`src/design/qgh_pkg.sv`:
```
package qgh_pkg;

  // stream payload widths, padded to whole bytes
  localparam int unsigned IN_TDATA_W  = 80;
  localparam int unsigned OUT_TDATA_W = 80;

  // config register indexes
  localparam int unsigned CFG_AW = 2;
  localparam logic [CFG_AW-1:0] CFG_ORIGIN_LAT   = 2'd0;
  localparam logic [CFG_AW-1:0] CFG_ORIGIN_LON   = 2'd1;
  localparam logic [CFG_AW-1:0] CFG_CELLS_PER_DEG = 2'd2;
  localparam logic [CFG_AW-1:0] CFG_K_THRESHOLD  = 2'd3;

  localparam logic [31:0] CPD_RESET = 32'h0001_0000;
  localparam logic [31:0] K_RESET   = 32'd1;

  // Q9.22 offset times Q16.16 scale -> drop 38 fraction bits
  localparam int unsigned PROD_W     = 64;
  localparam int unsigned FRAC_SHIFT = 38;

  // control bits that ride along the cell chain with each transaction
  typedef struct packed {
    logic valid;
    logic query;
    logic active;
    logic found;
  } tok_ctrl_t;

  typedef enum logic [1:0] {
    ST_CLEAR,
    ST_IDLE,
    ST_BUSY
  } state_t;

  // cells per side at a pyramid level: ceil(grid / 2^lvl)
  function automatic int unsigned level_side(int unsigned grid, int unsigned lvl);
    return (grid + (32'd1 << lvl) - 32'd1) >> lvl;
  endfunction

endpackage

```
`src/design/qgh_quant.sv`:
```
module qgh_quant #(
  parameter int unsigned GRID_CELLS = 64,
  parameter int unsigned RW         = 6
) (
  input  logic          clk,
  input  logic          rst_n,
  input  logic          start,
  input  logic [31:0]   point_lat,
  input  logic [31:0]   point_lon,
  input  logic [31:0]   origin_lat,
  input  logic [31:0]   origin_lon,
  input  logic [31:0]   cells_per_degree,
  output logic          done,
  output logic          ok,
  output logic [RW-1:0] row,
  output logic [RW-1:0] col
);
  import qgh_pkg::*;

  localparam int unsigned IDXW = PROD_W - FRAC_SHIFT;

  logic              v1_r;
  logic              v2_r;
  logic [32:0]       dlat_r;
  logic [32:0]       dlon_r;
  logic [PROD_W-1:0] prod_lat_r;
  logic [PROD_W-1:0] prod_lon_r;
  logic              neg_r;
  logic [IDXW-1:0]   idx_lat;
  logic [IDXW-1:0]   idx_lon;

  always_ff @(posedge clk) begin
    if (!rst_n) begin
      v1_r <= 1'b0;
      v2_r <= 1'b0;
    end else begin
      v1_r <= start;
      v2_r <= v1_r;
    end
  end

  // exact signed offset, then one 32x32 multiply per axis
  always_ff @(posedge clk) begin
    dlat_r     <= {point_lat[31], point_lat} - {origin_lat[31], origin_lat};
    dlon_r     <= {point_lon[31], point_lon} - {origin_lon[31], origin_lon};
    prod_lat_r <= PROD_W'(dlat_r[31:0]) * PROD_W'(cells_per_degree);
    prod_lon_r <= PROD_W'(dlon_r[31:0]) * PROD_W'(cells_per_degree);
    neg_r      <= dlat_r[32] | dlon_r[32];
  end

  assign idx_lat = prod_lat_r[PROD_W-1:FRAC_SHIFT];
  assign idx_lon = prod_lon_r[PROD_W-1:FRAC_SHIFT];

  assign done = v2_r;
  assign ok   = !neg_r && (idx_lat < IDXW'(GRID_CELLS)) && (idx_lon < IDXW'(GRID_CELLS));
  assign row  = prod_lat_r[FRAC_SHIFT +: RW];
  assign col  = prod_lon_r[FRAC_SHIFT +: RW];

endmodule

```
`config.mk`:
```
export PLATFORM = sky130hd
export DESIGN_NAME = qgh_quant
export DESIGN_NICKNAME = d
export VERILOG_FILES = /design/src/design/qgh_pkg.sv /design/src/design/qgh_quant.sv
export SDC_FILE = /design/constraint.sdc
export NUM_CORES = 2
export LEC_CHECK = 0
export ABC_AREA = 0
export BUFFER_PORTS_ARGS = -buffer_cell sky130_fd_sc_hd__buf_4
export CAP_MARGIN = 20
export CORE_MARGIN = 8
export CORE_UTILIZATION = 25
export DETAILED_ROUTE_END_ITERATION = 12
export HOLD_SLACK_MARGIN = 0.06
export SYNTH_ARGS = -nofsm -noshare
export SYNTH_HDL_FRONTEND = slang
export SYNTH_SLANG_ARGS = --single-unit
```
`constraint.sdc`:
```
create_clock -name clk -period 11.25 [get_ports clk]
set_input_delay 0 -clock clk [delete_from_list [all_inputs] [get_ports clk]]
set_output_delay 0 -clock clk [all_outputs]
set_load 0.005 [all_outputs]
```
==> impl_metrics.py <==
metrics = {
    "floorplan": {
        "die_w_um": 545,
        "dieHeight_um": 545,
        "coreArea_um2": 279000,
        "placementRows": 194,
        "pin_count": 177,
        "die-area_um2": 297000,
        "start_util_pct": 25.1,
    },
    "worst_hold_path": {
        "hold_path.class": "in2reg",
    },
    "job": {
        "max_cap_viol_count": 0,
    },
    "sta": {
        "slew_viol_final": 0,
        "post-route-period-util_pct": 76.4,
        "setup_tns_ns": 0,
        "worst_pin_slew_ns": 1.19,
        "timing.hold.ws_ns": 0.0580,
        "max_slew_margin_pct": 20.2,
        "finClkSkew_ns": 0.0264,
        "setup_viol_count_final": 0,
        "rsz0062_at_grt": "no",
        "hold_viol": 0,
        "fmax_ghz": 0.116,
        "fin_crit_ns": 8.60,
    },
    "finish": {
        "layout.nets": 10200,
        "syn_to_final_growth_pct": 10.7,
        "drive_gt1_share_pct": 4.20,
        "final_core_util_pct": 27.8,
        "fillers": 29900,
        "design_area_um2": 77300,
    },
    "routing": {
        "vias_per_cell": 4.40,
        "drt-pass1-iter-count": 5,
        "ant_nets": 0,
        "drc": 0,
        "vias": 50000,
        "wl_um": 201000,
        "drtIter0Drc": 2921,
        "post_drt_wl_per_cell_um": 17.7,
    },
    "worst_setup_path": {
        "worstPathMaxFanout": 19,
        "crit_chain": "buf_4 > and2_1 > fa_1 > inv_1 > fa_1 > fa_1 > fa_1 > inv_1 > fa_1 > fa_1 > fa_1 > fa_1 > ha_1 > a21oi_1 > o21ai_0 > nor3_1 > o21ai_0 > a31oi_1 > o21ai_0 > a21o_1 > a22oi_1 > nor2b_1 > xnor2_1",
        "critPathMaxStageDelay_ns": 0.93,
        "slowest_stage": "dfxtp_1",
        "cp-end-kind": "flop",
        "crit_arrival_ns": 9.07,
        "required_ns": 11.73,
        "critPathKind": "reg2reg",
        "critPathLaunchType": "flop",
        "crit_top_cell": "fa_1",
    },
    "logic_synthesis": {
        "synthFlopType": "dfxtp_1",
        "syn-cell-area_um2": 69900,
        "synth_edf_count": 0,
        "netlist_instances": 7590,
        "syn_nets": 10100,
        "synth-seq-cells": 121,
        "synth_area_per_cell_um2": 9.21,
        "synth_cell_types": 69,
        "yosysSeqAreaShare_pct": 3.47,
        "yosysWarnings": 0,
        "async_flop_share_pct": 0,
    },
    "clock_network": {
        "cts_setup_buffers": 0,
        "cts_tree": "done",
        "cts.sinks": 121,
        "cts-buffers-inserted": 17,
        "clock-root-buffer": "clkbuf_16",
        "cts.clk_slew.worst_paths_ns": 0.08,
        "cts-htree-levels": 4,
        "clk_latency_ns": 0.56,
        "clock_path_buffers": 2,
    },
    "grt": {
        "grt_antenna_before_repair": 17,
        "grt_overflow_total": 0,
        "grtUsageTotal_pct": 14.0,
        "grt_max_degree": 65,
        "first_global_vias": 56100,
        "grt_pass1_wl_um": 324000,
    },
    "place": {
        "routabilityCongestion": 0.848,
        "io_buffer_count": 176,
        "hpwl_um": 150000,
        "placed_cell_area_um2": 74900,
    },
    "status": {
        "status": "completed",
    },
}
## sequential cells by signal, summed over array words and instances, names as in the netlist
name,cells
prod_lat_r,26
done,1
prod_lon_r,26
dlat_r,33
v1_r,1
dlon_r,33
neg_r,1
## timing repair
item                                    CTS  global route
resized for setup                         0             0
endpoints found under the hold margin    68             0
hold buffers                            179             0
endpoints found under the setup margin    0             0
## cell usage in the layout, fill, tap and decap left out, types with 30 or more instances in the layout
| master | instances |
|---|---|
| fa_1 | 1792 |
| inv_1 | 1788 |
| and2_1 | 1195 |
| nand2_1 | 927 |
| ha_1 | 584 |
| buf_4 | 267 |
| dlygate4sd3_1 | 179 |
| a21oi_1 | 129 |
| dfxtp_1 | 114 |
| xnor2_1 | 84 |
| o21ai_0 | 75 |
| a21o_1 | 72 |
| nor2_1 | 58 |
| xor2_1 | 30 |
## critical path: cells and delay by family (launching register included)
kind / cells / cell delay, ns
AOI/OAI and AO/OA: 7 / 2.26
xor gates and xnor gates: 1 / 0.12
and+or+nand+nor: 3 / 0.56
adders and majority gates: 9 / 4.10
DFF: 1 / 0.93
buffers and inverters: 3 / 0.50
## cell type report
class | count | area (um2) | area share (%)
diodes | 6 | 15.0 | 0.0194
clock buffers | 19 | 453 | 0.586
clock inverters | 13 | 190 | 0.246
inverters | 1788 | 6710 | 8.68
multi-input cells | 5249 | 59100 | 76.4
flip-flops and latches | 121 | 2430 | 3.14
well taps | 3724 | 4660 | 6.02
repair buffers | 446 | 3800 | 4.91
## synth_stat cells (10+ instances only)
cell | count | area share (%)
nand4_1 | 27 | 0.24
fa_1 | 1792 | 51
buf_4 | 14 | 0.15
xnor2_1 | 84 | 1.1
o21ai_0 | 75 | 0.54
nor2b_1 | 20 | 0.18
o21bai_1 | 10 | 0.11
a211oi_1 | 18 | 0.19
and2_1 | 1195 | 11
o21a_1 | 21 | 0.23
nor4_1 | 13 | 0.12
nand3_1 | 29 | 0.21
xor2_1 | 30 | 0.38
dfxtp_1 | 121 | 3.5
nand2b_1 | 18 | 0.16
nor2_1 | 58 | 0.31
ha_1 | 584 | 10
and3_1 | 13 | 0.12
o211ai_1 | 16 | 0.17
a31oi_1 | 10 | 0.090
inv_1 | 1788 | 9.6
nand2_1 | 927 | 5.0
clkbuf_1 | 409 | 2.2
nor3_1 | 16 | 0.11
a21oi_1 | 129 | 0.92
a21o_1 | 72 | 0.77
## worst paths after layout
kind	start	to	slack (ns)	cells after the start
worst max register to register	dlon_r[16]	prod_lon_r[61]	2.65	23
worst min-delay path	origin_lon[4]	dlon_r[4]	0.06	4
worst max-delay path	dlon_r[16]	prod_lon_r[61]	2.65	23
worst min register to register	v1_r	done	0.44	1
## cells by family after synthesis
group,count (synthesis),share of synthesized area (%)
adder cells (fa/ha/maj),2376,61.8
AND/OR/NAND/NOR,2342,17.4
buffers and inverters,2220,12.0
AO/OA/AOI/OAI,417,3.89
flip-flops,121,3.47
XOR/XNOR,114,1.43
## through the flow
step	cells	setup WS, ns
after global placement	11100	2.81
final	11400	2.65
after global routing	11400	2.26
after CTS	11400	2.72
after floorplan	7590	4.05
after detailed placement	11100	2.76
## per-layer routing
| metal | track usage (%) | vias up | part of all wire [%] |
|---|---|---|---|
| met4 | 4.56 | 2 | 3.4 |
| met3 | 1.84 | 348 | 5.3 |
| met1 | 18.1 | 26200 | 43 |
| met5 | 0 | - | 0.0060 |
| met2 | 24.1 | 1442 | 49 |
| li1 | - | 22000 | - |
Power is not shown: default switching activity piles up to over one toggle a cycle in this logic, so the estimate is an artifact.
